[config.mk]
export PLATFORM = sky130hd
export DESIGN_NAME = alarm_priority_message_queue_top_flat
export DESIGN_NICKNAME = d
export VERILOG_FILES = /design/src/rtl/apmq_pkg.sv /design/src/rtl/apmq_if.sv /design/src/rtl/apmq_out_buf.sv /design/src/rtl/alarm_priority_message_queue_top.sv /design/src/flat_wrapper.sv
export SDC_FILE = /design/constraint.sdc
export NUM_CORES = 1
export LEC_CHECK = 0
export BUFFER_PORTS_ARGS = -buffer_cell sky130_fd_sc_hd__buf_2
export CAP_MARGIN = 20
export CORE_ASPECT_RATIO = 1.75
export CORE_MARGIN = 8
export CORE_UTILIZATION = 53
export CTS_BUF_LIST = sky130_fd_sc_hd__clkbuf_4 sky130_fd_sc_hd__clkbuf_8 sky130_fd_sc_hd__clkbuf_16
export CTS_CLUSTER_SIZE = 14
export DETAILED_ROUTE_END_ITERATION = 16
export PLACE_DENSITY_LB_ADDON = 0.3
export SLEW_MARGIN = 20
export SYNTH_ARGS = -nofsm -noshare
export SYNTH_HDL_FRONTEND = slang
export SYNTH_HIERARCHICAL = 1
export SYNTH_SLANG_ARGS = --single-unit
[constraint.sdc]
create_clock -name clk -period 12.9 [get_ports clk]
set_input_delay 0.645 -clock clk [delete_from_list [all_inputs] [get_ports clk]]
set_output_delay 0.645 -clock clk [all_outputs]
set_load 0.05 [all_outputs]
[src/rtl/apmq_pkg.sv]
`timescale 1ns / 1ps

package apmq_pkg;

  // fixed field widths
  localparam int PAY_W    = 32;
  localparam int STATUS_W = 3;
  localparam int QSIZE_W  = 5;

  // opcodes
  localparam logic OP_SEND = 1'b0;
  localparam logic OP_RECV = 1'b1;

  // message kinds
  localparam logic KIND_NORMAL = 1'b0;
  localparam logic KIND_ALARM  = 1'b1;

  // status codes
  localparam logic [STATUS_W-1:0] ST_OK         = 3'd0;
  localparam logic [STATUS_W-1:0] ST_NULL       = 3'd1;
  localparam logic [STATUS_W-1:0] ST_ALARM_BUSY = 3'd2;
  localparam logic [STATUS_W-1:0] ST_EMPTY      = 3'd3;
  localparam logic [STATUS_W-1:0] ST_FULL       = 3'd4;

  // one result beat
  typedef struct packed {
    logic [STATUS_W-1:0] status;
    logic                received_kind;
    logic [PAY_W-1:0]    received_payload;
    logic [QSIZE_W-1:0]  queue_size;
    logic                alarm_count;
  } res_t;

endpackage

[src/rtl/apmq_if.sv]
`timescale 1ns / 1ps

// request channel
interface apmq_in_if import apmq_pkg::*; ();
  logic             valid;
  logic             ready;
  logic             opcode;
  logic             message_kind;
  logic             message_present;
  logic [PAY_W-1:0] message_payload;

  modport source (
    output valid, opcode, message_kind, message_present, message_payload,
    input  ready
  );
  modport sink (
    input  valid, opcode, message_kind, message_present, message_payload,
    output ready
  );
endinterface

// result channel
interface apmq_out_if import apmq_pkg::*; ();
  logic                valid;
  logic                ready;
  logic [STATUS_W-1:0] status;
  logic                received_kind;
  logic [PAY_W-1:0]    received_payload;
  logic [QSIZE_W-1:0]  queue_size;
  logic                alarm_count;

  modport source (
    output valid, status, received_kind, received_payload, queue_size, alarm_count,
    input  ready
  );
  modport sink (
    input  valid, status, received_kind, received_payload, queue_size, alarm_count,
    output ready
  );
endinterface

[src/rtl/apmq_out_buf.sv]
`timescale 1ns / 1ps

module apmq_out_buf import apmq_pkg::*; (
  input  logic        clk,
  input  logic        rst_n,
  input  logic        push_valid,
  input  res_t        push_data,
  output logic        has_space,
  apmq_out_if.source  out_ch
);

  res_t       slot_r [2];
  logic       head_r, head_nxt;
  logic       tail_r, tail_nxt;
  logic [1:0] cnt_r, cnt_nxt;
  logic       pop;
  res_t       head_data;

  assign pop       = out_ch.valid && out_ch.ready;
  assign has_space = (cnt_r != 2'd2);

  // pointer and fill update
  always_comb begin
    head_nxt = head_r;
    tail_nxt = tail_r;
    cnt_nxt  = cnt_r;
    if (push_valid) begin
      tail_nxt = ~tail_r;
    end
    if (pop) begin
      head_nxt = ~head_r;
    end
    if (push_valid && !pop) begin
      cnt_nxt = cnt_r + 2'd1;
    end else if (pop && !push_valid) begin
      cnt_nxt = cnt_r - 2'd1;
    end
  end

  always_ff @(posedge clk) begin
    if (!rst_n) begin
      head_r <= 1'b0;
      tail_r <= 1'b0;
      cnt_r  <= 2'd0;
    end else begin
      head_r <= head_nxt;
      tail_r <= tail_nxt;
      cnt_r  <= cnt_nxt;
    end
  end

  // result slots
  always_ff @(posedge clk) begin
    if (push_valid) begin
      slot_r[tail_r] <= push_data;
    end
  end

  // head beat onto the port
  assign head_data               = slot_r[head_r];
  assign out_ch.valid            = (cnt_r != 2'd0);
  assign out_ch.status           = head_data.status;
  assign out_ch.received_kind    = head_data.received_kind;
  assign out_ch.received_payload = head_data.received_payload;
  assign out_ch.queue_size       = head_data.queue_size;
  assign out_ch.alarm_count      = head_data.alarm_count;

endmodule

[src/rtl/alarm_priority_message_queue_top.sv]
`timescale 1ns / 1ps

// Message queue with one urgent slot.
// in_ch carries one request per beat: a send (normal message into the FIFO,
// or alarm into the single alarm slot) or a receive (alarm first, else the
// oldest normal message). out_ch returns exactly one result beat per request:
// status, the received message (zero unless a receive succeeded), and the
// number of held messages and alarms after the request.
// A send, a failed request or an alarm receive goes straight into the output
// buffer on acceptance. A receive from the FIFO first reads the store, which
// is a synchronous memory, and its result is pushed from the S_READ state;
// in_ch.ready is low in S_READ. Every other request can be accepted each
// cycle while the output buffer has space, so throughput is one request per
// cycle; after a FIFO receive no new request is taken until its result is pushed.
// Results pass through a two-beat output buffer; while the receiver stalls,
// requests are still taken until the buffer is full, then in_ch.ready drops.
// Reset (synchronous, rst_n low) empties the FIFO, the alarm slot and the
// output buffer; the FIFO store itself is not cleared and needs no sweep.
module alarm_priority_message_queue_top import apmq_pkg::*; #(
  parameter int NORMAL_DEPTH = 16
) (
  input  logic       clk,
  input  logic       rst_n,
  apmq_in_if.sink    in_ch,
  apmq_out_if.source out_ch
);

  localparam int PTR_W = $clog2(NORMAL_DEPTH);
  localparam int CNT_W = $clog2(NORMAL_DEPTH + 1);
  localparam int LAST  = NORMAL_DEPTH - 1;

  localparam logic S_IDLE = 1'b0;
  localparam logic S_READ = 1'b1;

  logic             state_r, state_nxt;
  logic [PTR_W-1:0] rd_ptr_r, rd_ptr_nxt;
  logic [PTR_W-1:0] wr_ptr_r, wr_ptr_nxt;
  logic [CNT_W-1:0] cnt_r, cnt_nxt;
  logic             alarm_valid_r, alarm_valid_nxt;
  logic [PAY_W-1:0] alarm_pay_r;
  res_t             pend_r;
  logic [PAY_W-1:0] rd_data_r;
  logic [PAY_W-1:0] store_mem [NORMAL_DEPTH];

  logic             accept;
  logic             buf_space;
  logic             do_push, do_pop, do_alarm_set, do_alarm_take;
  logic [CNT_W:0]   size_full;
  res_t             res_now;
  res_t             push_data;
  logic             push_valid;

  assign in_ch.ready = (state_r == S_IDLE) && buf_space;
  assign accept      = in_ch.valid && in_ch.ready;

  // request decode and status
  always_comb begin
    do_push       = 1'b0;
    do_pop        = 1'b0;
    do_alarm_set  = 1'b0;
    do_alarm_take = 1'b0;
    res_now       = '0;
    res_now.status = ST_OK;
    if (in_ch.opcode == OP_SEND) begin
      if (!in_ch.message_present) begin
        res_now.status = ST_NULL;
      end else if (in_ch.message_kind == KIND_ALARM) begin
        if (alarm_valid_r) begin
          res_now.status = ST_ALARM_BUSY;
        end else begin
          do_alarm_set = 1'b1;
        end
      end else if (cnt_r == CNT_W'(NORMAL_DEPTH)) begin
        res_now.status = ST_FULL;
      end else begin
        do_push = 1'b1;
      end
    end else begin
      if (alarm_valid_r) begin
        do_alarm_take            = 1'b1;
        res_now.received_kind    = KIND_ALARM;
        res_now.received_payload = alarm_pay_r;
      end else if (cnt_r == '0) begin
        res_now.status = ST_EMPTY;
      end else begin
        do_pop                = 1'b1;
        res_now.received_kind = KIND_NORMAL;
      end
    end

    // state after this request
    rd_ptr_nxt      = rd_ptr_r;
    wr_ptr_nxt      = wr_ptr_r;
    cnt_nxt         = cnt_r;
    alarm_valid_nxt = alarm_valid_r;
    if (do_push) begin
      wr_ptr_nxt = (wr_ptr_r == PTR_W'(LAST)) ? '0 : wr_ptr_r + 1'b1;
      cnt_nxt    = cnt_r + 1'b1;
    end
    if (do_pop) begin
      rd_ptr_nxt = (rd_ptr_r == PTR_W'(LAST)) ? '0 : rd_ptr_r + 1'b1;
      cnt_nxt    = cnt_r - 1'b1;
    end
    if (do_alarm_set) begin
      alarm_valid_nxt = 1'b1;
    end
    if (do_alarm_take) begin
      alarm_valid_nxt = 1'b0;
    end

    size_full           = {1'b0, cnt_nxt} + (CNT_W + 1)'(alarm_valid_nxt);
    res_now.queue_size  = QSIZE_W'(size_full);
    res_now.alarm_count = alarm_valid_nxt;
  end

  // sequencer: a FIFO receive waits in S_READ for the store read
  always_comb begin
    state_nxt = state_r;
    case (state_r)
      S_IDLE: begin
        if (accept && do_pop) begin
          state_nxt = S_READ;
        end
      end
      S_READ: begin
        state_nxt = S_IDLE;
      end
      default: begin
        state_nxt = S_IDLE;
      end
    endcase
  end

  always_ff @(posedge clk) begin
    if (!rst_n) begin
      state_r       <= S_IDLE;
      rd_ptr_r      <= '0;
      wr_ptr_r      <= '0;
      cnt_r         <= '0;
      alarm_valid_r <= 1'b0;
    end else begin
      state_r <= state_nxt;
      if (accept) begin
        rd_ptr_r      <= rd_ptr_nxt;
        wr_ptr_r      <= wr_ptr_nxt;
        cnt_r         <= cnt_nxt;
        alarm_valid_r <= alarm_valid_nxt;
      end
    end
  end

  // alarm slot and pending result
  always_ff @(posedge clk) begin
    if (accept && do_alarm_set) begin
      alarm_pay_r <= in_ch.message_payload;
    end
    if (accept && do_pop) begin
      pend_r <= res_now;
    end
  end

  // FIFO store; one request at a time, so a write and a read never overlap
  always_ff @(posedge clk) begin
    if (accept && do_push) begin
      store_mem[wr_ptr_r] <= in_ch.message_payload;
    end
    if (accept && do_pop) begin
      rd_data_r <= store_mem[rd_ptr_r];
    end
  end

  // result into the output buffer
  always_comb begin
    push_data  = res_now;
    push_valid = accept && !do_pop;
    if (state_r == S_READ) begin
      push_data                  = pend_r;
      push_data.received_payload = rd_data_r;
      push_valid                 = 1'b1;
    end
  end

  apmq_out_buf u_out_buf (
    .clk        (clk),
    .rst_n      (rst_n),
    .push_valid (push_valid),
    .push_data  (push_data),
    .has_space  (buf_space),
    .out_ch     (out_ch)
  );

endmodule

[src/flat_wrapper.sv]
// flat-port wrapper written by rule: the top's interface ports become plain ports
module alarm_priority_message_queue_top_flat import apmq_pkg::*;
#(
  parameter int NORMAL_DEPTH = 16
)
  (clk, rst_n, in_ch_valid, in_ch_opcode, in_ch_message_kind, in_ch_message_present, in_ch_message_payload, in_ch_ready, out_ch_valid, out_ch_status, out_ch_received_kind, out_ch_received_payload, out_ch_queue_size, out_ch_alarm_count, out_ch_ready);
  apmq_in_if in_ch_i ();
  apmq_out_if out_ch_i ();
  input  logic clk;
  input  logic rst_n;
  input wire logic [$bits(in_ch_i.valid)-1:0] in_ch_valid;
  input wire logic [$bits(in_ch_i.opcode)-1:0] in_ch_opcode;
  input wire logic [$bits(in_ch_i.message_kind)-1:0] in_ch_message_kind;
  input wire logic [$bits(in_ch_i.message_present)-1:0] in_ch_message_present;
  input wire logic [$bits(in_ch_i.message_payload)-1:0] in_ch_message_payload;
  output wire logic [$bits(in_ch_i.ready)-1:0] in_ch_ready;
  output wire logic [$bits(out_ch_i.valid)-1:0] out_ch_valid;
  output wire logic [$bits(out_ch_i.status)-1:0] out_ch_status;
  output wire logic [$bits(out_ch_i.received_kind)-1:0] out_ch_received_kind;
  output wire logic [$bits(out_ch_i.received_payload)-1:0] out_ch_received_payload;
  output wire logic [$bits(out_ch_i.queue_size)-1:0] out_ch_queue_size;
  output wire logic [$bits(out_ch_i.alarm_count)-1:0] out_ch_alarm_count;
  input wire logic [$bits(out_ch_i.ready)-1:0] out_ch_ready;
  assign in_ch_i.valid = in_ch_valid;
  assign in_ch_i.opcode = in_ch_opcode;
  assign in_ch_i.message_kind = in_ch_message_kind;
  assign in_ch_i.message_present = in_ch_message_present;
  assign in_ch_i.message_payload = in_ch_message_payload;
  assign in_ch_ready = in_ch_i.ready;
  assign out_ch_valid = out_ch_i.valid;
  assign out_ch_status = out_ch_i.status;
  assign out_ch_received_kind = out_ch_i.received_kind;
  assign out_ch_received_payload = out_ch_i.received_payload;
  assign out_ch_queue_size = out_ch_i.queue_size;
  assign out_ch_alarm_count = out_ch_i.alarm_count;
  assign out_ch_i.ready = out_ch_ready;
  alarm_priority_message_queue_top #(.NORMAL_DEPTH(NORMAL_DEPTH)) u_core (.clk(clk), .rst_n(rst_n), .in_ch(in_ch_i), .out_ch(out_ch_i));
endmodule
== After elaboration in Yosys (flattened, before gate mapping) ==
Memory sizes are Yosys's and may differ from the RTL's. A register that Yosys moved wholly into a read port is not among the register bits.
Cells that the tools add are included.

* Multiplexer cells: 40
* Add/sub/neg operators: 7
* Equal/unequal tests: 4
* Bitwise logic cells: 3
* Reduce and logical (&&, ||, !) cells: 17

{| class="wikitable"
|+ Operator list
! cell !! number
|-
| two-way mux 42 bit || 1
|-
| two-way mux 33 bit || 1
|-
| two-way mux 32 bit || 1
|-
| two-way mux 1 bit || 23
|-
| two-way mux 3 bit || 5
|-
| two-way mux 5 bit || 2
|-
| logical AND 1 bit || 9
|-
| adder 4 x 1 -> 4 bit, second input constant || 2
|-
| == test 4 bit, second input constant || 2
|-
| two-way mux 2 bit || 4
|-
| two-way mux 4 bit || 2
|-
| adder 5 x 1 -> 5 bit || 1
|-
| adder 5 x 1 -> 5 bit, second input constant || 1
|-
| == test 5 bit, second input constant || 1
|-
| zero test 5 bit || 1
|-
| subtractor 5 x 1 -> 5 bit, second input constant || 1
|-
| AND reduction 2 bit || 2
|-
| nonzero test 2 bit || 2
|-
| zero test 1 bit || 3
|-
| inverter 1 bit || 3
|-
| adder 2 x 1 -> 2 bit, second input constant || 1
|-
| inequality test 2 bit, second input constant || 1
|-
| one-hot mux 1 bit (2 select lines) || 1
|-
| subtractor 2 x 1 -> 2 bit, second input constant || 1
|}

* Output and inout port bits: 44
* Memories: 2
* Register bits after elaboration: 61
* Word-level logic and storage cells: 86
* Bits in writable memories: 596

{| class="wikitable"
|+ Memory list
! memory !! depth !! width !! rd ports !! clocked after memory_dff !! write ports !! RTL line !! RTL
|-
| u_core.store_mem || 16 || 32 || 1 || 1 || 1 || alarm_priority_message_queue_top.sv:43 || <nowiki>logic [PAY_W-1:0] store_mem [NORMAL_DEPTH];</nowiki>
|-
| u_core.u_out_buf.slot_r || 2 || 42 || 1 || 1 || 1 || apmq_out_buf.sv:12 || <nowiki>res_t slot_r [2];</nowiki>
|}

== Depth between registers and ports, before layout ==
Gate-level depths: netlist (run 1).

* Depth after elaboration: 11
* Gate-level depth with buffers: 10

== Hierarchy ==
The synthesis (run 1) kept the hierarchy.

{| class="wikitable"
|+ Modules (own cells, without submodules)
! module !! cells an instance !! area an instance (sq um) !! times used !! sequential area each (sq um)
|-
| alarm_priority_message_queue_top || 1068 || 23204.8 || 1 || 17897.2
|-
| apmq_out_buf || 153 || 3240.6 || 1 || 2622.5
|}

== Worst setup path after synthesis (run 1) ==
Ideal clock, no wire load.

* Kind: input port to flip-flop
* Start: in in_ch_valid
* End: reg u_core.alarm_pay_r[0] (enable)
* Data required time: 12.398 ns
* Slack: 8.297 ns
* Setup time: 0.502 ns
* Path buffers: 1
* Stages: 3
* Data arrival time: 4.102 ns
* Path through: nand3b_1 clkbuf_1 nor4_1

* Word-level cells in the longest chain between the ends: 2

{| class="wikitable"
|+ RTL lines
! item !! RTL line !! RTL
|-
| start: declaration || flat_wrapper.sv:11 || <nowiki>input wire logic [$bits(in_ch_i.valid)-1:0] in_ch_valid;</nowiki>
|-
| logical AND 1 bit || alarm_priority_message_queue_top.sv:54 || <nowiki>assign accept = in_ch.valid && in_ch.ready;</nowiki>
|-
| logical AND 1 bit || alarm_priority_message_queue_top.sv:154 || <nowiki>if (accept && do_alarm_set) begin</nowiki>
|-
| end signal: assignment || alarm_priority_message_queue_top.sv:155 || <nowiki>alarm_pay_r <= in_ch.message_payload;</nowiki>
|-
| end: declaration || alarm_priority_message_queue_top.sv:40 || <nowiki>logic [PAY_W-1:0] alarm_pay_r;</nowiki>
|}

Every way passes these cells.
A chain may end at the register's enable or synchronous reset.

== Worst setup path after layout (run 1) ==
* Start: reg u_core.cnt_r[0]
* End: mem u_core/u_out_buf/slot_r[0][16] (netlist name) (enable)

* Word-level cells in the longest chain between the ends: 9

{| class="wikitable"
|+ RTL lines
! item !! RTL line !! RTL
|-
| start: declaration || alarm_priority_message_queue_top.sv:38 || <nowiki>logic [CNT_W-1:0] cnt_r, cnt_nxt;</nowiki>
|-
| start signal: assignment || alarm_priority_message_queue_top.sv:146 || <nowiki>cnt_r <= cnt_nxt;</nowiki>
|-
| zero test 5 bit || alarm_priority_message_queue_top.sv:83 || <nowiki>end else if (cnt_r == '0) begin</nowiki>
|-
| two-way mux 1 bit || alarm_priority_message_queue_top.sv:83 ||
|-
| two-way mux 1 bit || alarm_priority_message_queue_top.sv:79 || <nowiki>if (alarm_valid_r) begin</nowiki>
|-
| two-way mux 1 bit || alarm_priority_message_queue_top.sv:64 || <nowiki>if (in_ch.opcode == OP_SEND) begin</nowiki>
|-
| zero test 1 bit || alarm_priority_message_queue_top.sv:175 || <nowiki>push_valid = accept && !do_pop;</nowiki>
|-
| logical AND 1 bit || alarm_priority_message_queue_top.sv:175 ||
|-
| two-way mux 1 bit || alarm_priority_message_queue_top.sv:176 || <nowiki>if (state_r == S_READ) begin</nowiki>
|-
| named net u_core.push_valid || alarm_priority_message_queue_top.sv:51 || <nowiki>logic push_valid;</nowiki>
|-
| two-way mux 1 bit || apmq_out_buf.sv:54 || <nowiki>if (push_valid) begin</nowiki>
|-
| two-way mux 1 bit (not written as such) || apmq_out_buf.sv:55 || <nowiki>slot_r[tail_r] <= push_data;</nowiki>
|-
| end: declaration || apmq_out_buf.sv:12 ||
|}

The timed path passes the listed nets, and every way through them passes these cells.

==> flow_metrics.py, run 1 <==
metrics = {
    "outcome": {
        "status": "finished clean",
    },
    "floorplan": {
        "row_count": 108,
        "core_mm2": 0.04946,
        "die_area_mm2": 0.05758,
        "die_width_um": 184.9,
        "start_util_pct": 53.47,
        "io_pins": 83,
        "die_h_um": 311.5,
    },
    "critical_path": {
        "startpoint_type": "flip-flop",
        "worst-endpoint-arrival_ps": 3580,
        "critPathMaxStageDelay_ps": 750,
        "cp_cell_sequence": "inv_1, ha_1, nor4b_4, nor2_1, o21ai_0, nor2b_4, buf_4",
        "path_class": "flip-flop to flip-flop",
        "cp.required_ps": 13140,
        "critPathSlowestCell": "nor2b_4",
        "endpoint_kind": "flip-flop",
        "crit_path_max_fanout": 23,
    },
    "route": {
        "routedWlPerCell_um": 27.24,
        "vias": 12372,
        "wl_um": 55290,
        "drtPass1Iterations": 5,
        "ant_nets": 0,
        "drt_first_iter_violations": 973,
        "via_per_inst": 6.095,
        "drc": 0,
    },
    "synth": {
        "yosysUniqueCellTypes": 59,
        "ys_warn_count": 6,
        "async_flop_share_pct": 0,
        "synth_area_mm2": 0.02645,
        "synth_area_per_cell_um2": 21.66,
        "synth_flop_cell": "edfxtp_1",
        "synth_edf_count": 670,
        "syn_inst": 1221,
        "syn_nets": 1271,
        "ys_seq_area_share_pct": 77.59,
        "ys_ff_latch": 690,
    },
    "sta": {
        "slew_headroom_pct": 26.54,
        "max_freq_ghz": 0.2996,
        "clock_skew_ps": 13.74,
        "setup_viol_count_final": 0,
        "fin_crit_sh_pct": 25.88,
        "hold_viol_final": 0,
        "finalSetupTns_ps": 0,
        "drv_slew": 0,
        "tightest_slew_ps": 1102,
        "min_period_ps": 3338,
        "rsz0062_at_grt": "no",
    },
    "run": {
        "cap_viol_max_count": 0,
    },
    "clock_tree": {
        "clock-sinks": 690,
        "cts-root-buf": "clkbuf_16",
        "post_cts_buffers": 0,
        "cts-buffers-inserted": 58,
        "htreeDepth": 2,
        "hold_buffers": 0,
        "cts_tree": "yes",
        "clk_pin_slew_ps": 60,
        "post_cts_resized": 0,
        "ctsLongestPathBuffers": 3,
        "insertion_delay_ps": 580,
    },
    "placed_design": {
        "place.port_buffers": 82,
        "dp_hpwl_um": 31340,
        "place_congestion": 0.8210,
    },
    "finish": {
        "drive_above_1_share_pct": 29.90,
        "fin_nets": 1384,
        "fillerInstances": 3534,
        "areaGrowthSynthToFinish_pct": 11.85,
    },
    "power_and_ir_drop": {
        "power-per-cell-area_mw_per_mm2": 170.3,
        "peakVddDrop_v": 0.0001242,
        "design_power_total_mw": 5.038,
        "leakagePower_nw": 9.179,
    },
    "grt": {
        "grt_start_max_net_pins": 73,
        "antenna_found_initial": 2,
        "grt_pass1_wl_um": 82880,
        "grt_pass1_vias": 12992,
        "grt_overflow": 0,
        "grt_use_total_pct": 19.48,
    },
    "min_path": {
        "hold_class": "input pin to flip-flop",
    },
}
-- registers in the layout, summed over array words and instances (netlist names), named ones only --
signal	flops
u_core/rd_ptr_r	4
u_core/state_r	1
u_core/u_out_buf/cnt_r	2
u_core/alarm_valid_r	1
u_core/wr_ptr_r	4
u_core/rd_data_r	32
u_core/u_out_buf/head_r	1
u_core/alarm_pay_r	32
u_core/store_mem	512
u_core/pend_r	10
u_core/u_out_buf/slot_r	84
u_core/u_out_buf/tail_r	1
u_core/cnt_r	5
-- synthesized netlist by cell type, drive strengths merged (5+ instances only) --
master	count	share of area (%)
inv	5	0.071
a21boi	5	0.14
mux4	160	14
edfxtp	670	76
nand2	85	1.2
buf	31	0.60
nor2b	9	0.21
mux2	48	2.0
o21ai	40	0.76
xnor2	6	0.20
nor2	21	0.30
clkbuf	32	0.45
nor3	7	0.19
and2	9	0.21
ha	11	0.52
dfxtp	20	1.5
a31oi	5	0.12
-- path summary, 6_finish.rpt --
| check | from | end | slack (ps) | cells past startpoint |
|---|---|---|---|---|
| setup / recovery | u_core/cnt_r[0] | u_core/u_out_buf/slot_r[0][16] | 9560 | 7 |
| hold / removal | in_ch_message_payload[23] | u_core/alarm_pay_r[23] | 440 | 1 |
| setup reg to reg | u_core/cnt_r[0] | u_core/u_out_buf/slot_r[0][16] | 9560 | 7 |
| hold reg to reg | u_core/u_out_buf/cnt_r[1] | u_core/u_out_buf/cnt_r[1] | 530 | 2 |
-- metal layers --
layer | track usage (%) | part of all wire [%] | wire length [µm]
met1 | 24.36 | 38 | 20860
met3 | 2.704 | 6.0 | 3340
met4 | 6.715 | 2.8 | 1565
met5 | 0 | 0.020 | 11
met2 | 34.26 | 53 | 29510
-- cells by family after synthesis --
kind of cell / after synthesis / share of synthesized area [%]
AO/OA/AOI/OAI: 72 / 1.670
XOR/XNOR: 9 / 0.2981
adder cells (fa/ha/maj): 11 / 0.5204
buffers and inverters: 68 / 1.121
flip-flops: 690 / 77.59
multiplexers: 212 / 15.82
AND/OR/NAND/NOR: 159 / 2.976
-- per-stage QoR --
| step | hold slack, ps | cells | util [%] | setup slack (ps) | instance area, µm² |
|---|---|---|---|---|---|
| global placement | 494.5 | 1934 | 56.22 | 9477 | 27800 |
| floorplan | 478.4 | 1221 | - | 8297 | 26450 |
| global route | 426.2 | 2028 | 59.80 | 9375 | 29570 |
| CTS | 415.7 | 2028 | 59.80 | 9511 | 29570 |
| detailed placement | 528.3 | 1934 | 56.22 | 9430 | 27800 |
| finish | 438.7 | 2030 | 59.81 | 9562 | 29580 |
-- cells in the final DEF, fill, tap and decap left out, drive strengths merged, types with 3 or more instances in the layout --
cell type	instances
or3	4
edfxtp	670
o21ai	40
nand2b	4
dfxtp	20
clkinv	5
mux2i	4
o22ai	4
nor3	7
xor2	3
inv	7
and2	9
nand2	85
a31oi	5
buf	116
a21boi	5
nor2	21
clkbuf	86
o31ai	3
mux4	160
xnor2	6
nand3	3
ha	11
nor2b	9
mux2	48
a21oi	3
or3b	3
-- layout make-up --
class                   count  area [µm²]  area share, %
multi-input cells         463        5761          19.47
clock inverters             8       48.80         0.1650
flip-flops and latches    690       20530          69.41
repair buffers            116       665.6          2.250
inverters                   5       18.77        0.06345
clock buffers              86        1723          5.825
well taps                 660       825.8          2.792
diodes                      2       5.005        0.01692
-- where the power goes --
| group | internal (mW) | switching, mW | total, mW |
|---|---|---|---|
| sequential | 2.58 | 0.0495 | 2.63 |
| clock | 0.917 | 0.730 | 1.65 |
| combinational | 0.254 | 0.505 | 0.759 |
| total | 3.75 | 1.28 | 5.04 |
-- worst max-delay path, delay by kind of cell, from the launching register on --
kind	cells	cell delay, ps
simple gates	3	1290
buf+inv	2	640
compound gates	1	410
flops	1	380
fa+ha+maj	1	240
No activity file was read; power rests on OpenSTA's default activity.
==> run 2: changes to the inputs <==
- clock period: 12.9 -> 2.7 ns (I/O delays scaled with it)
==> flow_metrics.py, run 2 (synthesis gave the netlist of run 1 again) <==
metrics = {
    "finish": {
        "top_regs": "u_core/store_mem (512), u_core/u_out_buf/slot_r (84)",
        "areaGrowthSynthToFinish_pct": 15.44,
        "layout.cells.non_filler": 2095,
        "largest_register_ffs": 512,
        "drive_above_1_share_pct": 30.61,
        "final_area_mm2": 0.03053,
        "layout_commonest_cell": "edfxtp_1",
        "top_register": "u_core/store_mem",
        "fillerInstances": 3418,
        "fin_nets": 1446,
        "final_core_util_pct": 61.73,
        "layout_common_cells": "edfxtp_1 (670), mux4_2 (160), nand2_1 (83)",
    },
    "min_path": {
        "hold_class": "input pin to flip-flop",
        "hold_depth": 4,
        "worstHoldStart": "in_ch_valid",
        "min_delay_worst_endpoint": "u_core/cnt_r[3]",
    },
    "critical_path": {
        "cp.required_ps": 2950,
        "endpoint_kind": "flip-flop",
        "r2r-end": "u_core/store_mem[2][21]",
        "worst-endpoint-arrival_ps": 2810,
        "crit_buf_inv": 2,
        "cp_cell_sequence": "inv_1, ha_4, and4bb_1, nor3_4, nand2_1, nor3_4, buf_4",
        "critPathMaxStageDelay_ps": 420,
        "worst_path_most_repeated_cell": "nor3_4",
        "regToRegStartpoint": "u_core/cnt_r[1]",
        "reg2reg_slack_ps": 140,
        "critPathTopFamily": "simple AND/OR/NAND/NOR gates",
        "worstRegToRegCells": 7,
        "crit_path_max_fanout": 20,
        "critPathSlowestCell": "dfxtp_1",
        "startpoint_type": "flip-flop",
        "path_class": "flip-flop to flip-flop",
    },
    "route": {
        "wl_um": 54200,
        "vias": 12356,
        "drt_first_iter_violations": 1002,
        "drc": 0,
        "drtPass1Iterations": 5,
        "routedWlPerCell_um": 25.87,
        "ant_nets": 0,
        "via_per_inst": 5.898,
    },
    "grt": {
        "met1_usage_pct": 23.10,
        "grt_pass1_wl_um": 81610,
        "grt_start_max_net_pins": 76,
        "use_met2_pct": 34.76,
        "grt_overflow": 0,
        "grt_use_total_pct": 19.12,
        "grt_pass1_vias": 13070,
        "antenna_found_initial": 1,
        "top_usage_layer": "met2",
        "grt_util_met3_pct": 2.506,
    },
    "floorplan": {
        "die_width_um": 184.9,
        "core_mm2": 0.04946,
        "start_util_pct": 53.47,
        "io_pins": 83,
        "die_area_mm2": 0.05758,
        "row_count": 108,
        "die_h_um": 311.5,
    },
    "clock_tree": {
        "clk_pin_slew_ps": 60,
        "ctsLongestPathBuffers": 3,
        "post_cts_buffers": 0,
        "cts-buffers-inserted": 58,
        "cts-root-buf": "clkbuf_16",
        "insertion_delay_ps": 600,
        "htreeDepth": 2,
        "cts_tree": "yes",
        "clock-sinks": 690,
    },
    "sta": {
        "hold_viol_final": 0,
        "min_period_ps": 2557,
        "max_freq_ghz": 0.3911,
        "rsz0062_at_grt": "no",
        "fin_crit_sh_pct": 94.70,
        "tightest_slew_ps": 839.2,
        "clock_skew_ps": 18.91,
        "slew_headroom_pct": 44.06,
        "drv_slew": 0,
        "hold_slack_ps": 28.56,
        "setup_viol_count_final": 0,
    },
    "power_and_ir_drop": {
        "design_power_total_mw": 24.28,
        "leakagePower_nw": 9.522,
        "peakVddDrop_v": 0.0005678,
        "power-per-cell-area_mw_per_mm2": 795.5,
    },
    "placed_design": {
        "dp_cells": 1962,
        "place.port_buffers": 82,
        "place_congestion": 0.8415,
        "placed_cell_area_mm2": 0.02837,
        "dp_hpwl_um": 33470,
    },
    "run": {
        "cap_viol_max_count": 0,
    },
    "outcome": {
        "status": "finished clean",
    },
}
==> run 2: cell types whose count changed in the layout (fill, tap and decap cells not counted), moves of 2 or more <==
cell,previous run,this run
buf_12,0,26
buf_6,0,2
clkbuf_4,20,22
clkbuf_8,7,2
clkinv_1,1,8
dlygate4sd3_1,0,34
nor3_2,4,0
nor3_4,2,6
==> run 2: metal layers <==
| layer | up-vias | routed length, µm |
|---|---|---|
| met2 | 375 | 29910 |
| met4 | 0 | 1434 |
| met1 | 6527 | 20160 |
| met3 | 83 | 2694 |
| met5 | - | 0 |
| li1 | 5371 | - |
==> run 2: worst register-to-register path: stages, from the launching register on <==
cell      delay [ps]
dfxtp_1          420
inv_1            140
ha_4             210
and4bb_1         230
nor3_4           300
nand2_1          320
nor3_4           210
buf_4            380
==> run 2: power breakdown <==
group          switching (mW)  internal, mW
clock                    3.48          4.36
combinational            2.52          1.39
sequential              0.195          12.3
==> run 2: repair_timing <==
item | in CTS | in global routing
gates resized for setup | 0 | 7
hold buffers | 34 | 0
endpoints found under the hold margin | 565 | 0
setup endpoints to repair | 0 | 65
==> run 2: final cells by class <==
class	count	area [µm²]	area share, %
multi-input cells	463	5829	19.10
inverters	5	18.77	0.06148
flip-flops and latches	690	20530	67.26
well taps	660	825.8	2.705
diodes	1	2.502	0.008197
clock inverters	15	100.1	0.3279
clock buffers	83	1669	5.467
repair buffers	178	1549	5.074
==> run 2: worst max path at each step <==
| stage | end | slack, ps | start | cells past startpoint |
|---|---|---|---|---|
| floorplan | u_core/store_mem[6][0] | -510 | u_core/cnt_r[0] | 6 |
| global placement | u_core/store_mem[0][21] | 130 | u_core/cnt_r[0] | 7 |
| detailed placement | u_core/store_mem[1][24] | 50 | u_core/cnt_r[0] | 7 |
| global route | u_core/u_out_buf/slot_r[0][3] | 20 | u_core/cnt_r[1] | 10 |
| CTS | u_core/store_mem[1][20] | 40 | u_core/cnt_r[0] | 7 |
| finish | u_core/store_mem[2][21] | 140 | u_core/cnt_r[1] | 7 |
==> run 2: through the flow <==
stage	setup WS [ps]	setup TNS (ps)
floorplan	-514.5	-231630
global placement	131.6	0
detailed placement	54.61	0
CTS	38.11	0
global route	21.88	0
finish	143.0	0
==> run 3: changes to the inputs <==
- ABC_AREA: default -> 1
==> flow_metrics.py, run 3 <==
metrics = {
    "outcome": {
        "status": "finished clean",
    },
    "grt": {
        "grt_use_total_pct": 19.62,
        "grt_start_max_net_pins": 85,
        "grt_overflow": 0,
        "grt_pass1_wl_um": 91000,
        "antenna_found_initial": 0,
        "grt_pass1_vias": 16249,
    },
    "finish": {
        "layout_common_cells": "edfxtp_1 (670), nor2_1 (302), nand2_1 (199)",
        "drive_above_1_share_pct": 16.35,
        "top_register": "u_core/store_mem",
        "regArea_mm2": 0.02053,
        "layout_commonest_cell": "edfxtp_1",
        "largest_register_ffs": 512,
        "multiInputGateArea_mm2": 0.006137,
        "fin_nets": 2073,
        "final_core_util_pct": 60.40,
        "n_antenna_cell": 0,
        "areaGrowthSynthToFinish_pct": 13.28,
        "top_regs": "u_core/store_mem (512), u_core/u_out_buf/slot_r (84)",
        "fillerInstances": 3815,
    },
    "sta": {
        "tightest_slew_ps": 946.1,
        "hold_slack_ps": 20.89,
        "setup_viol_count_final": 0,
        "rsz0062_at_grt": "no",
        "hold_viol_final": 0,
        "min_period_ps": 2481,
        "clock_skew_ps": 17.68,
        "fin_crit_sh_pct": 91.87,
        "slew_headroom_pct": 36.78,
        "drv_slew": 0,
        "max_freq_ghz": 0.4031,
    },
    "critical_path": {
        "startpoint_type": "flip-flop",
        "endpoint_kind": "flip-flop",
        "regToRegStartpoint": "u_core/cnt_r[0]",
        "worstRegToRegCells": 13,
        "crit_path_max_fanout": 6,
        "reg2reg_slack_ps": 220,
        "r2r-end": "u_core/u_out_buf/slot_r[1][5]",
        "cp.required_ps": 3050,
        "worst-endpoint-arrival_ps": 2830,
        "path_class": "flip-flop to flip-flop",
    },
    "min_path": {
        "hold_class": "input pin to flip-flop",
        "min_delay_worst_endpoint": "u_core/pend_r[39]",
        "hold_depth": 2,
        "worstHoldStart": "in_ch_opcode",
    },
    "synth": {
        "synth_top_area_share_pct": 73.69,
        "ys_ff_latch": 690,
        "synth.area.top_cells": "edfxtp_1 (74%), nor2_1 (4.4%), nand2_1 (2.7%)",
        "synth_area_mm2": 0.02730,
        "synth_flop_cell": "edfxtp_1",
        "yosysUniqueCellTypes": 40,
        "ys_warn_count": 6,
        "ys_seq_area_share_pct": 75.16,
        "syn_nets": 1947,
        "synth.most_common_cell": "edfxtp_1",
        "synth_top_cells_by_count": "edfxtp_1 (670), nor2_1 (320), nand2_1 (199), o21ai_0 (135), nand3_1 (97)",
        "yosysTopAreaCell": "edfxtp_1",
        "synth_edf_count": 670,
        "syn_inst": 1897,
        "async_flop_share_pct": 0,
        "synth_area_per_cell_um2": 14.39,
    },
    "route": {
        "via_per_inst": 5.868,
        "routedWlPerCell_um": 21.55,
        "ant_nets": 0,
        "drt_first_iter_violations": 1787,
        "vias": 16073,
        "wl_um": 59020,
        "drtPass1Iterations": 7,
        "drc": 0,
    },
    "clock_tree": {
        "ctsLongestPathBuffers": 3,
        "cts-root-buf": "clkbuf_16",
        "cts_tree": "yes",
        "hold_buffers": 38,
        "post_cts_buffers": 0,
        "insertion_delay_ps": 610,
        "clk_pin_slew_ps": 60,
        "clock-sinks": 690,
        "cts-buffers-inserted": 57,
        "post_cts_resized": 0,
        "htreeDepth": 2,
    },
    "floorplan": {
        "core_mm2": 0.05120,
        "io_pins": 83,
        "die_area_mm2": 0.05932,
        "row_count": 110,
        "start_util_pct": 53.32,
        "die_width_um": 187.6,
        "die_h_um": 316.2,
    },
    "power_and_ir_drop": {
        "peakVddDrop_v": 0.0005605,
        "power-per-cell-area_mw_per_mm2": 822.5,
        "pwr-share-clk_pct": 31.1,
        "leakagePower_nw": 10.38,
        "power.share.combinational_pct": 19.3,
        "seq_power_share_pct": 49.6,
        "p_sw_mw": 7.049,
        "p_sw_share_pct": 27.71,
        "power.internal_mw": 18.39,
    },
    "placed_design": {
        "place.port_buffers": 82,
        "place_congestion": 0.8793,
        "dp_hpwl_um": 37030,
    },
    "run": {
        "cap_viol_max_count": 0,
    },
}
## run 3: changes by cell type after synthesis, sizes merged, moves of 79 or more
cell | before | now
nor2 | 21 | 326
mux4 | 160 | 0
nand2 | 85 | 207
o21ai | 40 | 143
nand3 | 3 | 101
o32ai | 0 | 79
## run 3: worst max path at each step
stage	start	endpoint	slack (ps)	cells after the start
6_report	u_core/cnt_r[0]	u_core/u_out_buf/slot_r[1][5]	220	13
5_1_grt	u_core/cnt_r[0]	u_core/u_out_buf/slot_r[1][5]	70	13
4_1_cts	u_core/cnt_r[0]	u_core/u_out_buf/slot_r[0][5]	270	13
3_5_place_dp	u_core/cnt_r[0]	u_core/u_out_buf/slot_r[0][5]	280	13
3_3_place_gp	u_core/cnt_r[0]	u_core/u_out_buf/slot_r[0][5]	350	13
2_1_floorplan	u_core/u_out_buf/cnt_r[0]	u_core/store_mem[11][0]	-420	8
## run 3: power groups by stage
stage          Combinational, mW  Clock, mW  Sequential (mW)
6_report                    4.91       7.92             12.6
5_1_grt                     5.30       8.42             12.7
4_1_cts                     4.93       8.05             12.6
3_5_place_dp                4.86          0             12.8
3_3_place_gp                4.75          0             12.8
2_1_floorplan               3.72          0             12.8
## run 3: per-stage QoR
step                power [mW]  worst slack, ps  setup TNS (ps)  cell area [µm²]  std cells
finish                   25.44            219.4               0            30930       2739
global route             26.37            71.91               0            30930       2739
CTS                      25.59            271.3               0            30930       2739
detailed placement       17.71            282.8               0            28740       2598
global placement         17.57            351.3               0            28740       2598
floorplan                16.48           -417.6         -208040            27320       1897
## run 3: critical path: stages, from the launching register on
cell,delay [ps]
dfxtp_1,420
inv_1,130
ha_1,290
nand3_2,140
nand2_4,100
nand2_1,100
xor2_1,230
ha_1,220
ha_1,250
nand3_1,100
nand2_1,60
nand2_1,70
nand2_1,60
nand2_1,70
## run 3: cell type report
type	count	area share, %
Multi-Input combinational cell	1051	19.84
Clock buffer	95	5.688
Sequential cell	690	66.39
Tap cell	672	2.719
Timing Repair Buffer	181	4.685
Inverter	42	0.5381
Clock inverter	8	0.1376
## run 3: logic make-up after synthesis
family,count (synthesis),synth area share (%)
flip-flops,690,75.16
AND/OR/NAND/NOR,643,9.730
AO/OA/AOI/OAI,302,7.475
buffers and inverters,156,2.896
multiplexers,91,4.079
adder cells (fa/ha/maj),11,0.5041
XOR/XNOR,4,0.1559
## run 3: metal layers
layer / GRT usage (%) / wire length, µm / vias to the layer above
met1: 24.05 / 23260 / 7979
met4: 6.825 / 1646 / 0
li1: - / - / 7331
met3: 2.575 / 3574 / 113
met2: 35.30 / 30530 / 650
met5: 0 / 0 / -
